File: src/rgb_led_frame_encoder_assert.svh
// Assertion macros for the LED frame encoder.
// No dependencies; included by the top level.
`ifndef RGB_LED_FRAME_ENCODER_ASSERT_SVH
`define RGB_LED_FRAME_ENCODER_ASSERT_SVH

`ifndef SYNTHESIS
// same-cycle implication
`define RGBE_ASSERT_IMP(label, clk, rst, ante, cons) \
  label: assert property (@(posedge clk) disable iff (rst) (ante) |-> (cons)) \
    else $error("assertion failed: same-cycle implication");
// next-cycle implication
`define RGBE_ASSERT_NXT(label, clk, rst, ante, cons) \
  label: assert property (@(posedge clk) disable iff (rst) (ante) |=> (cons)) \
    else $error("assertion failed: next-cycle implication");
`else
`define RGBE_ASSERT_IMP(label, clk, rst, ante, cons)
`define RGBE_ASSERT_NXT(label, clk, rst, ante, cons)
`endif

`endif

File: src/rgbe_pkg.sv
// Shared types, codes and color tables for the LED frame encoder.
// No dependencies.
package rgbe_pkg;

  // input actions
  localparam logic [1:0] ACT_SET   = 2'd0;
  localparam logic [1:0] ACT_START = 2'd1;
  localparam logic [1:0] ACT_TICK  = 2'd2;

  // register indexes (address bit 2)
  localparam logic REG_ZERO_CMP = 1'b0;
  localparam logic REG_ONE_CMP  = 1'b1;

  localparam logic [7:0] ZERO_CMP_RESET = 8'd23;
  localparam logic [7:0] ONE_CMP_RESET  = 8'd46;

  localparam int unsigned BITS_PER_LED = 24;
  localparam logic [6:0]  PCT_MAX      = 7'd100;

  // floor(x/100) == (x*5243)>>19 for x < 25600
  localparam logic [12:0] RECIP_100   = 13'd5243;
  localparam int unsigned RECIP_SHIFT = 19;

  // write request from the scaler to the bit store
  typedef struct packed {
    logic        en;
    logic [1:0]  led;
    logic [23:0] grb;
  } rgbe_wr_t;

  function automatic logic [7:0] tbl_green(input logic [2:0] code);
    logic [7:0] v;
    unique case (code)
      3'd1:    v = 8'd150;
      3'd4:    v = 8'd100;
      3'd6:    v = 8'd200;
      3'd7:    v = 8'd150;
      default: v = 8'd0;
    endcase
    return v;
  endfunction

  function automatic logic [7:0] tbl_red(input logic [2:0] code);
    logic [7:0] v;
    unique case (code)
      3'd2:    v = 8'd255;
      3'd5:    v = 8'd255;
      3'd6:    v = 8'd150;
      3'd7:    v = 8'd150;
      default: v = 8'd0;
    endcase
    return v;
  endfunction

  function automatic logic [7:0] tbl_blue(input logic [2:0] code);
    logic [7:0] v;
    unique case (code)
      3'd3:    v = 8'd255;
      3'd4:    v = 8'd255;
      3'd5:    v = 8'd255;
      3'd7:    v = 8'd150;
      default: v = 8'd0;
    endcase
    return v;
  endfunction

endpackage

File: src/rgbe_ram.sv
// Generic single-write, single-read RAM with registered read data.
// No dependencies.
module rgbe_ram #(
  parameter int WIDTH  = 24,
  parameter int DEPTH  = 4,
  parameter int ADDR_W = (DEPTH > 1) ? $clog2(DEPTH) : 1
) (
  input  logic              clk,
  input  logic              we,
  input  logic [ADDR_W-1:0] waddr,
  input  logic [WIDTH-1:0]  wdata,
  input  logic              re,
  input  logic [ADDR_W-1:0] raddr,
  output logic [WIDTH-1:0]  rdata
);

  logic [WIDTH-1:0] mem [DEPTH];

  always_ff @(posedge clk) begin
    if (we) begin
      mem[waddr] <= wdata;
    end
    if (re) begin
      rdata <= mem[raddr];
    end
  end

endmodule

File: src/rgbe_scale.sv
// Color scaler: table lookup, brightness multiply, divide by 100 via reciprocal.
// Depends on rgbe_pkg.
module rgbe_scale
  import rgbe_pkg::*;
(
  input  logic       clk,
  input  logic       rst,
  input  logic       start,
  input  logic [1:0] led_index,
  input  logic [2:0] color_code,
  input  logic [6:0] brightness,
  output rgbe_wr_t   wr,
  output logic       busy
);

  logic        s1_v;
  logic [1:0]  s1_led;
  logic [14:0] s1_prod [3];
  logic        s2_v;
  logic [1:0]  s2_led;
  logic [7:0]  s2_q [3];

  logic [6:0]  pct;
  logic [7:0]  lvl [3];
  logic [27:0] scaled [3];

  // saturate brightness, look up channel levels (G, R, B)
  always_comb begin
    pct    = (brightness > PCT_MAX) ? PCT_MAX : brightness;
    lvl[0] = tbl_green(color_code);
    lvl[1] = tbl_red(color_code);
    lvl[2] = tbl_blue(color_code);
  end

  // reciprocal multiply of the registered products
  always_comb begin
    for (int i = 0; i < 3; i++) begin
      scaled[i] = {13'b0, s1_prod[i]} * {15'b0, RECIP_100};
    end
  end

  // valid chain
  always_ff @(posedge clk) begin
    if (rst) begin
      s1_v <= 1'b0;
      s2_v <= 1'b0;
    end else begin
      s1_v <= start;
      s2_v <= s1_v;
    end
  end

  // payload stages
  always_ff @(posedge clk) begin
    if (start) begin
      s1_led <= led_index;
      for (int i = 0; i < 3; i++) begin
        s1_prod[i] <= {7'b0, lvl[i]} * {8'b0, pct};
      end
    end
    if (s1_v) begin
      s2_led <= s1_led;
      for (int i = 0; i < 3; i++) begin
        s2_q[i] <= scaled[i][RECIP_SHIFT +: 8];
      end
    end
  end

  assign wr.en  = s2_v;
  assign wr.led = s2_led;
  assign wr.grb = {s2_q[0], s2_q[1], s2_q[2]};
  assign busy   = s1_v | s2_v;

endmodule

File: src/rgbe_seq.sv
// Frame sequencer: word counters, bit store reads and the output register.
// Depends on rgbe_pkg.
module rgbe_seq
  import rgbe_pkg::*;
#(
  parameter int LED_COUNT = 4,
  parameter int ADDR_W    = (LED_COUNT > 1) ? $clog2(LED_COUNT) : 1
) (
  input  logic              clk,
  input  logic              rst,
  input  logic              start_acc,
  input  logic              tick_acc,
  input  logic [7:0]        zero_cmp,
  input  logic [7:0]        one_cmp,
  output logic              rd_en,
  output logic [ADDR_W-1:0] rd_addr,
  input  logic [23:0]       rd_data,
  output logic              busy,
  output logic              out_valid,
  input  logic              out_stall,
  output logic [7:0]        compare_value,
  output logic              frame_last,
  output logic              sending
);

  localparam logic [1:0] PH_LEAD  = 2'd0;
  localparam logic [1:0] PH_BITS  = 2'd1;
  localparam logic [1:0] PH_TRAIL = 2'd2;

  localparam logic [1:0] K_IDLE  = 2'd0;
  localparam logic [1:0] K_LEAD  = 2'd1;
  localparam logic [1:0] K_BIT   = 2'd2;
  localparam logic [1:0] K_TRAIL = 2'd3;

  localparam logic [ADDR_W-1:0] LAST_LED = ADDR_W'(LED_COUNT - 1);
  localparam logic [4:0]        LAST_BIT = 5'(BITS_PER_LED - 1);

  logic              active, active_next;
  logic [1:0]        phase, phase_next;
  logic [ADDR_W-1:0] led_ctr, led_ctr_next;
  logic [4:0]        bit_ctr, bit_ctr_next;
  logic              t_v;
  logic [1:0]        t_kind, t_kind_next;
  logic [4:0]        t_bit;
  logic [4:0]        sel;
  logic [7:0]        word;

  // position update on a tick or start
  always_comb begin
    active_next  = active;
    phase_next   = phase;
    led_ctr_next = led_ctr;
    bit_ctr_next = bit_ctr;
    t_kind_next  = K_IDLE;
    if (start_acc) begin
      active_next  = 1'b1;
      phase_next   = PH_LEAD;
      led_ctr_next = '0;
      bit_ctr_next = '0;
    end else if (tick_acc && active) begin
      unique case (phase)
        PH_LEAD: begin
          t_kind_next = K_LEAD;
          phase_next  = PH_BITS;
        end
        PH_BITS: begin
          t_kind_next = K_BIT;
          if (bit_ctr == LAST_BIT) begin
            bit_ctr_next = '0;
            if (led_ctr == LAST_LED) begin
              phase_next = PH_TRAIL;
            end else begin
              led_ctr_next = led_ctr + 1'b1;
            end
          end else begin
            bit_ctr_next = bit_ctr + 1'b1;
          end
        end
        default: begin
          t_kind_next = K_TRAIL;
          active_next = 1'b0;
          phase_next  = PH_LEAD;
        end
      endcase
    end
  end

  assign rd_en   = tick_acc && active && (phase == PH_BITS);
  assign rd_addr = led_ctr;

  // control state
  always_ff @(posedge clk) begin
    if (rst) begin
      active    <= 1'b0;
      phase     <= PH_LEAD;
      led_ctr   <= '0;
      bit_ctr   <= '0;
      t_v       <= 1'b0;
      out_valid <= 1'b0;
    end else begin
      active  <= active_next;
      phase   <= phase_next;
      led_ctr <= led_ctr_next;
      bit_ctr <= bit_ctr_next;
      t_v     <= tick_acc;
      if (t_v) begin
        out_valid <= 1'b1;
      end else if (out_valid && !out_stall) begin
        out_valid <= 1'b0;
      end
    end
  end

  // word select, MSB first within the 24-bit GRB entry
  always_comb begin
    sel  = LAST_BIT - t_bit;
    word = (t_kind == K_BIT) ? (rd_data[sel] ? one_cmp : zero_cmp) : 8'd0;
  end

  // tick payload and output register
  always_ff @(posedge clk) begin
    if (tick_acc) begin
      t_kind <= t_kind_next;
      t_bit  <= bit_ctr;
    end
    if (t_v) begin
      compare_value <= word;
      frame_last    <= (t_kind == K_TRAIL);
      sending       <= (t_kind != K_IDLE);
    end
  end

  assign busy = t_v;

endmodule

File: src/rgb_led_frame_encoder.sv
// Top level of the serial RGB LED frame encoder: config port, bit store, glue.
// Depends on rgbe_pkg, rgbe_ram, rgbe_scale, rgbe_seq and the assert header.
//
//  channel | direction | handshake              | payload
//  --------+-----------+------------------------+------------------------------------
//  in      | input     | in_valid / in_stall    | action, led_index, color_code, brightness
//  out     | output    | out_valid / out_stall  | compare_value, frame_last, sending
//  config  | input     | APB psel/penable/...   | zero/one bit compare registers
//
// A set transfer writes the store after two multiply stages (product, then
// reciprocal multiply); input stalls while those stages are busy.
// A tick reads the store memory (registered read) and its result is then
// captured in the output register; input stalls while the tick is in flight.
// Reset is synchronous; per-LED valid bits make unwritten entries read as zero,
// so no clearing pass follows reset. Input also stalls while a result is held.
`include "rgb_led_frame_encoder_assert.svh"

module rgb_led_frame_encoder
  import rgbe_pkg::*;
#(
  parameter int LED_COUNT = 4
) (
  input  logic        clk,
  input  logic        rst,
  input  logic        in_valid,
  output logic        in_stall,
  input  logic [1:0]  action,
  input  logic [1:0]  led_index,
  input  logic [2:0]  color_code,
  input  logic [6:0]  brightness,
  output logic        out_valid,
  input  logic        out_stall,
  output logic [7:0]  compare_value,
  output logic        frame_last,
  output logic        sending,
  input  logic        psel,
  input  logic        penable,
  input  logic        pwrite,
  input  logic [2:0]  paddr,
  input  logic [31:0] pwdata,
  output logic [31:0] prdata,
  output logic        pready
);

  localparam int ADDR_W = (LED_COUNT > 1) ? $clog2(LED_COUNT) : 1;

  logic [7:0]        zero_cmp, one_cmp;
  logic              cfg_wr;
  logic              in_acc;
  logic              set_acc, start_acc, tick_acc;
  rgbe_wr_t          wr;
  logic              wr_ok;
  logic [7:0]        wr_led_ext;
  logic [ADDR_W-1:0] wr_addr;
  logic              scale_busy, seq_busy;
  logic              rd_en;
  logic [ADDR_W-1:0] rd_addr;
  logic [23:0]       ram_rdata, rd_data;
  logic [LED_COUNT-1:0] led_valid;
  logic              rd_valid;

  // config port
  assign pready = 1'b1;
  assign cfg_wr = psel && penable && pwrite && pready;

  always_ff @(posedge clk) begin
    if (rst) begin
      zero_cmp <= ZERO_CMP_RESET;
      one_cmp  <= ONE_CMP_RESET;
    end else if (cfg_wr) begin
      unique case (paddr[2])
        REG_ZERO_CMP: zero_cmp <= pwdata[7:0];
        REG_ONE_CMP:  one_cmp  <= pwdata[7:0];
      endcase
    end
  end

  always_comb begin
    unique case (paddr[2])
      REG_ZERO_CMP: prdata = {24'b0, zero_cmp};
      REG_ONE_CMP:  prdata = {24'b0, one_cmp};
    endcase
  end

  // input handshake and decode
  assign in_stall  = scale_busy || seq_busy || (out_valid && out_stall);
  assign in_acc    = in_valid && !in_stall;
  assign set_acc   = in_acc && (action == ACT_SET);
  assign start_acc = in_acc && (action == ACT_START);
  assign tick_acc  = in_acc && (action == ACT_TICK);

  rgbe_scale u_scale (
    .clk        (clk),
    .rst        (rst),
    .start      (set_acc),
    .led_index  (led_index),
    .color_code (color_code),
    .brightness (brightness),
    .wr         (wr),
    .busy       (scale_busy)
  );

  // drop writes to LEDs beyond the configured count
  assign wr_led_ext = {6'b0, wr.led};
  assign wr_ok      = wr.en && (wr_led_ext < 8'(LED_COUNT));
  assign wr_addr    = wr_led_ext[ADDR_W-1:0];

  rgbe_ram #(
    .WIDTH (24),
    .DEPTH (LED_COUNT)
  ) u_store (
    .clk   (clk),
    .we    (wr_ok),
    .waddr (wr_addr),
    .wdata (wr.grb),
    .re    (rd_en),
    .raddr (rd_addr),
    .rdata (ram_rdata)
  );

  // per-LED valid bits; an unwritten entry reads as zero
  always_ff @(posedge clk) begin
    if (rst) begin
      led_valid <= '0;
      rd_valid  <= 1'b0;
    end else begin
      if (wr_ok) begin
        led_valid[wr_addr] <= 1'b1;
      end
      if (rd_en) begin
        rd_valid <= led_valid[rd_addr];
      end
    end
  end

  assign rd_data = rd_valid ? ram_rdata : 24'd0;

  rgbe_seq #(
    .LED_COUNT (LED_COUNT)
  ) u_seq (
    .clk           (clk),
    .rst           (rst),
    .start_acc     (start_acc),
    .tick_acc      (tick_acc),
    .zero_cmp      (zero_cmp),
    .one_cmp       (one_cmp),
    .rd_en         (rd_en),
    .rd_addr       (rd_addr),
    .rd_data       (rd_data),
    .busy          (seq_busy),
    .out_valid     (out_valid),
    .out_stall     (out_stall),
    .compare_value (compare_value),
    .frame_last    (frame_last),
    .sending       (sending)
  );

  // checks
  `RGBE_ASSERT_NXT(a_tick_result, clk, rst, tick_acc, ##1 out_valid)
  `RGBE_ASSERT_IMP(a_last_is_zero, clk, rst, out_valid && frame_last, sending && (compare_value == '0))
  `RGBE_ASSERT_IMP(a_no_rw_overlap, clk, rst, wr_ok, !rd_en)

endmodule
File: config.mk
export PLATFORM = sky130hd
export DESIGN_NAME = rgb_led_frame_encoder
export DESIGN_NICKNAME = d
export VERILOG_FILES = /design/src/rgbe_pkg.sv /design/src/rgbe_ram.sv /design/src/rgbe_scale.sv /design/src/rgbe_seq.sv /design/src/rgb_led_frame_encoder.sv
export VERILOG_INCLUDE_DIRS = /design/src /design/src/src
export SDC_FILE = /design/constraint.sdc
export NUM_CORES = 1
export LEC_CHECK = 0
export BUFFER_PORTS_ARGS = -buffer_cell sky130_fd_sc_hd__buf_2
export CAP_MARGIN = 40
export CORE_ASPECT_RATIO = 1.25
export CORE_MARGIN = 3
export CORE_UTILIZATION = 30
export CTS_CLUSTER_SIZE = 8
export DETAILED_ROUTE_END_ITERATION = 16
export GPL_TIMING_DRIVEN = 0
export HOLD_SLACK_MARGIN = 0.06
export PLACE_DENSITY_LB_ADDON = 0.2
export SKIP_CTS_REPAIR_TIMING = 1
export SLEW_MARGIN = 20
export SYNTH_ARGS = -nofsm -noshare
export SYNTH_HDL_FRONTEND = slang
export SYNTH_SLANG_ARGS = --single-unit
File: constraint.sdc
create_clock -name clk -period 9.1 [get_ports clk]
set_clock_uncertainty 0.05 [all_clocks]
set_input_delay 0.455 -clock clk [delete_from_list [all_inputs] [get_ports clk]]
set_output_delay 0.455 -clock clk [all_outputs]
set_load 0.01 [all_outputs]
* Yosys cells after proc, flatten, opt, wreduce, memory -nomap -nowiden *
Memory sizes are Yosys's and may differ from the RTL's. A register that Yosys moved wholly into a read port is not among the register bits.
Cells that the tools add are included.

storage, ports and cells
  bits in writable memories = 165
  memories kept = 3
  bits in registers = 56
  output and inout port bits = 45

operators by class
  mux-type cells = 29
  order comparisons = 6
  add/subtract/negate cells = 3
  bitwise operators = 5
  $mul = 6
  equal/unequal tests = 17
  reduce and logical (&&, ||, !) cells = 34

memory list
  memory           depth  width  read ports  clocked after memory_dff  write ports  RTL line          source
  u_store.mem      4      24     1           1                         1            rgbe_ram.sv:17    logic [WIDTH-1:0] mem [DEPTH];
  u_scale.s1_prod  3      15     3           0                         3            rgbe_scale.sv:18  logic [14:0] s1_prod [3];
  u_scale.s2_q     3      8      3           0                         3            rgbe_scale.sv:21  logic [7:0] s2_q [3];

operators with widths
  operator                                                                 count
  15-bit by 13-bit multiplier with 27-bit output, second input constant    3
  32-bit one-hot mux with 2 select lines                                   1
  8-bit by 7-bit multiplier with 15-bit output                             3
  8-bit one-hot mux with 2 select lines                                    2
  24-bit 2-to-1 mux                                                        1
  8-bit one-hot mux with 3 select lines                                    1
  1-bit 2-to-1 mux                                                         14
  3-bit equality test, second input constant                               4
  1-bit logical AND                                                        12
  2-bit OR reduction                                                       6
  2-bit by 3-bit < comparator with 1-bit output, second input constant     3
  2-bit equality test, second input constant                               4
  8-bit 2-to-1 mux                                                         1
  2-bit one-hot mux with 2 select lines                                    2
  2-bit AND reduction                                                      4
  7-bit greater-than comparator, second input constant                     1
  7-bit 2-to-1 mux                                                         1
  3-bit by 2-bit equality test with 1-bit output, second input constant    2
  5-bit by 6-bit < comparator with 1-bit output, second input constant     1
  2-bit by 1-bit inequality test with 1-bit output, second input constant  3
  2-bit nonzero test                                                       3
  5-bit by 1-bit adder with 5-bit output, second input constant            1
  1-bit binary-select mux with 5-bit select                                1
  5-bit equality test, second input constant                               1
  18 further kinds                                                         25

* Depth between registers and ports, before layout *
Gate-level depths: netlist (run 1).

  depth after elaboration = 9
  depth in mapped cells = 20
  mapped depth without buffers = 19

* By module *
A second synthesis (run 1) with hierarchy kept.

unflattened totals
  cell total of the unflattened synthesis = 2218
  area total of the unflattened synthesis = 24697.4 um2

by module, submodules not included
  module                 instances  cells each  area an instance (um2)  sequential area each (um2)
  rgbe_scale             1          1777        17589.4                 2202.1
  rgbe_ram               1          154         4255.3                  3603.5
  rgbe_seq               1          129         1463.9                  750.7
  rgb_led_frame_encoder  1          158         1388.8                  420.4

* Worst setup path after synthesis (run 1) *
No wires, ideal clock.

  path kind = input port to flip-flop
  start point = input brightness[3]
  end point = memory u_scale.s1_prod[1][14], in the netlist u_scale.s1_prod[0][29], data pin
  cell stages on the path = 16
  arrival = 5.180 ns
  path buffers = 0
  slack = 3.610 ns
  library setup time = 0.260 ns
  data required time = 8.790 ns
  path through = o311ai_0 nand2_1 nor2_1 fa_1 fa_1 fa_1 inv_1 fa_1 inv_1 ha_1 or2_2 a21oi_1 nor3_1 a2111oi_0 a21oi_1 xnor2_1

RTL lines
  what             RTL line                     source
  start, declared  rgb_led_frame_encoder.sv:30  input logic [6:0] brightness,
  end, declared    rgbe_scale.sv:18

==> run_results.csv, run 1 <==
group,metric,value,unit
outcome,status,"finished, final reports clean",
clock_network,clk_pin_slew,0.05,ns
cells_and_area,syn_to_final_growth,12.1,%
die,die_w,260,um
global_routing,grt-ovfl-total,0,
run,drv_cap,0,
logic_synthesis,yosys.area.top_type,"edfxtp_1",
power,power_density,248,nW/um2
global_routing,antenna_found_initial,0,
setup_path,cp_max_fo,7,
cells_and_area,multi_input_area,15000,um2
sta,clock.fmax,168,MHz
cells_and_area,seqCellArea,6980,um2
cells_and_area,fill_cells,7924,
clock_network,h-tree-depth,2,
clock_network,cts.sinks,244,
logic_synthesis,yosysWarnings,0,
place,io_buffers,47,
global_routing,grtUsageTotal,11.9,%
route,drt-vias-per-instance,4.40,
die,initial_core_util,30.5,%
sta,slew-limit-headroom,46.8,%
place,dpl.hpwl,40200,um
setup_path,crit_path_start_kind,"primary input",
cells_and_area,nets,3002,
logic_synthesis,syn_avg_cell_area,11.2,um2
cells_and_area,num_antenna_cells,0,
place,dp_slack,2.59,ns
logic_synthesis,synthTopCellsByCount,"inv_1 (538), ha_1 (397), fa_1 (271)",
sta,holdWs,0.0826,ns
logic_synthesis,synth_top_area_share,26.0,%
die,fp.dieH,323,um
setup_path,cp-end-kind,"flop",
logic_synthesis,ys_seq_elements,244,
logic_synthesis,synth-edff-count,209,
setup_path,path_class,"in -> reg",
sta,fin_tns_setup,0,ns
clock_network,clock_latency,0.55,ns
die,core,79300,um2
cells_and_area,drive_gt1_share,8.20,%
power,leakagePower,13.0,nW
die,ios,101,
min_path,hold_depth,2,
logic_synthesis,syn_inst,2155,
setup_path,rr_worst_depth,17,
global_routing,grt_pass1_vias,16419,
logic_synthesis,synth.distinct_cells,66,
die,num_rows,115,
sta,rsz0062_at_grt,"no",
min_path,hold_class,"in -> reg",
logic_synthesis,synth_async_sr_flop_share,0,%
sta,setup_viol,0,
sta,slew_viol_final,0,
route,routed_wl,47800,um
global_routing,grt_pass1_wl,81900,um
setup_path,cp_data_required_time,9.33,ns
logic_synthesis,ys_seq_area_share,28.9,%
power,peakVddDrop,0.000192,V
sta,fin_crit_sh,65.5,%
sta,setup_ws,3.14,ns
sta,finalHoldViolCount,0,
die,dieArea,84000,um2
power,p_total,6.72,mW
route,detail_route.first_pass.iterations,4,
logic_synthesis,synth-main-ff-cell,"edfxtp_1",
place,gp_congestion,0.838,
cells_and_area,final_util,34.2,%
route,drc_errors,0,
route,vias,14725,
logic_synthesis,yosysMostFrequentCell,"inv_1",
sta,worstMarginPinSlew,0.777,ns
setup_path,worstPathArrival,6.19,ns
clock_network,cts_tree,"built",
global_routing,grt_max_degree,30,
logic_synthesis,netlist_top_cells_area,"edfxtp_1 (26%), fa_1 (22%), ha_1 (21%)",
logic_synthesis,syn_area,24200,um2
route,drt_iter0_markers,504,
sta,min_period,5.96,ns
clock_network,cts-buffers-inserted,37,
route,drtAntennaViolNets,0,
clock_network,clk_path_buf_depth,3,
route,wl_per_cell,14.3,um
clock_network,clockRootBuffer,"clkbuf_16",
per-stage QoR:
step,area (um2),std cells
2_1_floorplan,24200,2178
5_1_grt,27100,3345
6_report,27100,3345
4_1_cts,27100,3342
3_3_place_gp,25800,3278
3_5_place_dp,26000,3289
placed cells by master (no fill, tap or decap), types with 6 or more instances in the layout:
cell type / synthesis / routed
inv_1: 538 / 538
ha_1: 397 / 397
fa_1: 271 / 271
edfxtp_1: 209 / 209
nor2_1: 101 / 100
nand2_1: 83 / 83
a21oi_1: 62 / 62
xnor2_1: 52 / 52
buf_2: 2 / 50
clkbuf_16: 0 / 37
dfxtp_1: 35 / 34
o21ai_0: 32 / 32
mux4_2: 31 / 31
buf_4: 25 / 28
clkbuf_1: 17 / 27
conb_1: 2 / 25
nand3_1: 20 / 20
a21o_1: 19 / 19
xor2_1: 18 / 18
mux2i_1: 17 / 17
nand2b_1: 16 / 16
nand4_1: 16 / 16
nor2b_1: 17 / 16
nor3_1: 16 / 16
a211oi_1: 13 / 13
o21a_1: 12 / 12
o21bai_1: 12 / 12
and2_1: 11 / 11
or3_1: 10 / 10
o211ai_1: 9 / 9
or2_2: 8 / 8
mux2_2: 8 / 8
and3_1: 7 / 6
nand3b_1: 6 / 6
a211o_1: 6 / 6
worst paths after layout:
kind	from	endpoint	slack, ns
setup / recovery	brightness[3]	u_scale.s1_prod[0][29]	3.14
hold / removal	pwdata[0]	zero_cmp[0]	0.08
setup reg to reg	u_scale.s1_prod[0][40]	u_scale.s2_q[0][22]	3.51
hold reg to reg	u_scale.s1_led[0]	u_scale.s2_led[0]	0.38
logic make-up (layout without fill, tap and decap cells):
| family | after synthesis | in the layout | share of synthesized area (%) |
|---|---|---|---|
| AO/OA/AOI/OAI | 197 | 197 | 5.34 |
| multiplexers | 56 | 56 | 3.97 |
| other | 2 | 25 | 0.0311 |
| flip-flops | 244 | 244 | 28.9 |
| buffers and inverters | 588 | 702 | 9.54 |
| adder cells (fa/ha/maj) | 668 | 668 | 43.0 |
| XOR/XNOR | 70 | 70 | 2.54 |
| AND/OR/NAND/NOR | 330 | 330 | 6.70 |
layout make-up:
cell class	count	share of cell area (%)
multi-input combinational	1346	55.4
timing repair buffer	61	1.61
sequential	244	25.8
clock buffer	47	3.56
clock inverter	6	0.314
tap	1053	4.87
buffer	49	1.04
inverter	539	7.48
state kept, by name, indices dropped and copies added, names as in the netlist, 2 cells and up:
signal               count
u_store.mem             96
u_scale.s2_q            24
u_scale.s2_led           2
u_seq.rd_addr            2
one_cmp                  8
led_valid                4
u_seq.t_kind             2
zero_cmp                 8
u_seq.bit_ctr            5
u_scale.s1_prod         44
u_seq.t_bit              5
u_scale.s1_led           2
u_seq.phase              2
u_seq.compare_value      8
u_store.rdata           24
power breakdown:
group	switching (mW)	internal, mW	leakage [nW]	total (mW)
Clock	0.491	0.743	0.498	1.23
Combinational	2.28	1.78	10.3	4.06
Sequential	0.0558	1.37	2.20	1.42
Total	2.83	3.89	13.0	6.72
worst max-delay path, cell delays in order:
cell and delay, ns:
buf_2 0.12, o311ai_0 0.59, nand2_1 0.43, nor2_1 0.53, fa_1 0.51, fa_1 0.51, fa_1 0.49, inv_1 0.06
fa_1 0.50, inv_1 0.04, ha_1 0.32, or2_2 0.31, a21oi_1 0.21, nor3_1 0.08, a2111oi_0 0.69, a21oi_1 0.17
xnor2_1 0.17
per-layer routing:
layer / GRT usage [%] / vias up / wire length, um
met3: 1.54 / 62 / 1300
met1: 14.3 / 7230 / 20500
met4: 3.05 / 0 / 1000
li1: - / 7272 / -
met2: 22.3 / 161 / 25000
met5: 0 / - / 0
Power figures use the tool's default switching activity.
==> run 2, diff against run 1 <==
Clock period 9.1 ns to 6.2 ns, I/O delays scaled along.
==> run_results.csv, run 2 (synthesized netlist as in run 1, its figures left out) <==
group,metric,value,unit
outcome,status,"finished, final reports clean",
clock_network,cts_tree,"built",
clock_network,clk_path_buf_depth,3,
clock_network,clock_latency,0.55,ns
clock_network,h-tree-depth,2,
setup_path,worstPathArrival,6.04,ns
place,dp_slack,-0.163,ns
die,fp.dieH,323,um
sta,worstMarginPinSlew,0.777,ns
cells_and_area,num_antenna_cells,0,
cells_and_area,regMostFlops,"u_store.mem",
run,drv_cap,0,
setup_path,slowest_stage,"a2111oi_0",
clock_network,clk_pin_slew,0.05,ns
cells_and_area,nets,3013,
setup_path,crit_chain,"buf_2, o311ai_0, nand2_1, nor2_1, fa_1, fa_1, fa_1, inv_1, fa_1, inv_1, ha_1, or2_2, a21oi_1, nor3_1, a2111oi_0, a21oi_1, xnor2_1",
route,detail_route.first_pass.iterations,5,
die,dieArea,84000,um2
global_routing,grtUsageTotal,11.9,%
die,initial_core_util,30.5,%
cells_and_area,stdcell_count,3356,
die,die_w,260,um
global_routing,grt_pass1_wl,81900,um
sta,slew-limit-headroom,46.8,%
sta,clock.fmax,172,MHz
power,leakagePower,13.0,nW
setup_path,cpPeakStageDelay,0.69,ns
clock_network,cts.sinks,244,
sta,min_period,5.81,ns
cells_and_area,drive_gt1_share,8.16,%
route,drc_errors,0,
route,wl_per_cell,14.3,um
route,drt_iter0_markers,460,
global_routing,grt_max_degree,30,
route,routed_wl,47900,um
setup_path,rr_worst_depth,17,
place,gp_congestion,0.838,
cells_and_area,final_util,34.3,%
global_routing,grt_pass1_vias,16419,
setup_path,cp_data_required_time,6.43,ns
sta,setup_viol,0,
sta,slew_viol_final,0,
route,drt-vias-per-instance,4.40,
cells_and_area,largest_register_ffs,96,
route,drtAntennaViolNets,0,
sta,fin_crit_sh,93.7,%
global_routing,grt-ovfl-total,0,
sta,setup_ws,0.388,ns
cells_and_area,final_cell_mix,"inv_1 (538), ha_1 (397), fa_1 (271)",
setup_path,cp_max_fo,7,
setup_path,crit_path_start_kind,"primary input",
place,io_buffers,47,
sta,fin_tns_setup,0,ns
cells_and_area,syn_to_final_growth,12.5,%
place,dp.cells,3289,
clock_network,cts-buffers-inserted,37,
cells_and_area,fill_cells,7918,
power,peakVddDrop,0.000281,V
place,dpl.hpwl,40200,um
power,power_density,363,nW/um2
die,ios,101,
setup_path,crit_path_frequent_cell,"fa_1",
die,core,79300,um2
setup_path,cp-end-kind,"flop",
route,vias,14762,
setup_path,path_class,"in -> reg",
clock_network,clockRootBuffer,"clkbuf_16",
die,num_rows,115,
min_path,hold_class,"in -> reg",
sta,rsz0062_at_grt,"no",
cells_and_area,reg.largest.list,"u_store.mem: 96 flops, u_scale.s1_prod: 44 flops",
cells_and_area,layout_commonest_cell,"inv_1",
global_routing,antenna_found_initial,0,
min_path,hold_depth,4,
sta,finalHoldViolCount,0,
## run 2: cell types whose count changed in the layout (fill, tap and decap cells not counted)
cell and delta:
dlygate4sd3_1 +11
## run 2: critical path: cells and delay by family
kind                     cells  cell delay [ns]
XOR/XNOR                     1             0.17
buffers and inverters        3             0.22
AO/OA/AOI/OAI                4             1.66
AND/OR/NAND/NOR              4             1.34
adder cells (fa/ha/maj)      5             2.33
## run 2: path summary, 6_finish.rpt
check / start / endpoint / slack, ns
min: paddr[2] / zero_cmp[1] / 0.11
max: brightness[3] / u_scale.s1_prod[0][29] / 0.39
max reg2reg: u_scale.s1_prod[0][40] / u_scale.s2_q[0][22] / 0.61
min reg2reg: u_scale.s1_led[0] / u_scale.s2_led[0] / 0.38
## run 2: report_power, final
group          leakage, nW  switching, mW  internal [mW]
logic                 10.3           3.35           2.61
clock network        0.498          0.720           1.09
registers             2.20         0.0818           2.01
## run 2: metrics by stage
step | hold WS, ns | total power, mW | instance area [um2]
after floorplan | 0.350 | 6.62 | 24200
after global placement | 0.371 | 8.06 | 25800
after detailed placement | 0.357 | 8.16 | 26000
after CTS | -0.149 | 10.1 | 27100
after global routing | 0.103 | 11.1 | 27200
final | 0.110 | 9.86 | 27200
## run 2: final cells by class
type	count	area, um2	area share [%]
Buffer	49	280	1.03
Clock buffer	47	963	3.54
Clock inverter	6	85.1	0.313
Inverter	539	2020	7.45
Multi-Input combinational cell	1346	15000	55.1
Sequential cell	244	6980	25.7
Tap cell	1053	1320	4.85
Timing Repair Buffer	72	547	2.01
## run 2: routing by layer
metal  routed length, um  vias up  global-route usage, %  part of all wire (%)
li1                    -     7291                      -                     -
met1               20600     7252                   14.3                    43
met2               25000      154                   22.3                    52
met3                1270       65                   1.54                   2.6
met4                1030        0                   3.05                   2.2
met5                   0        -                      0                     0
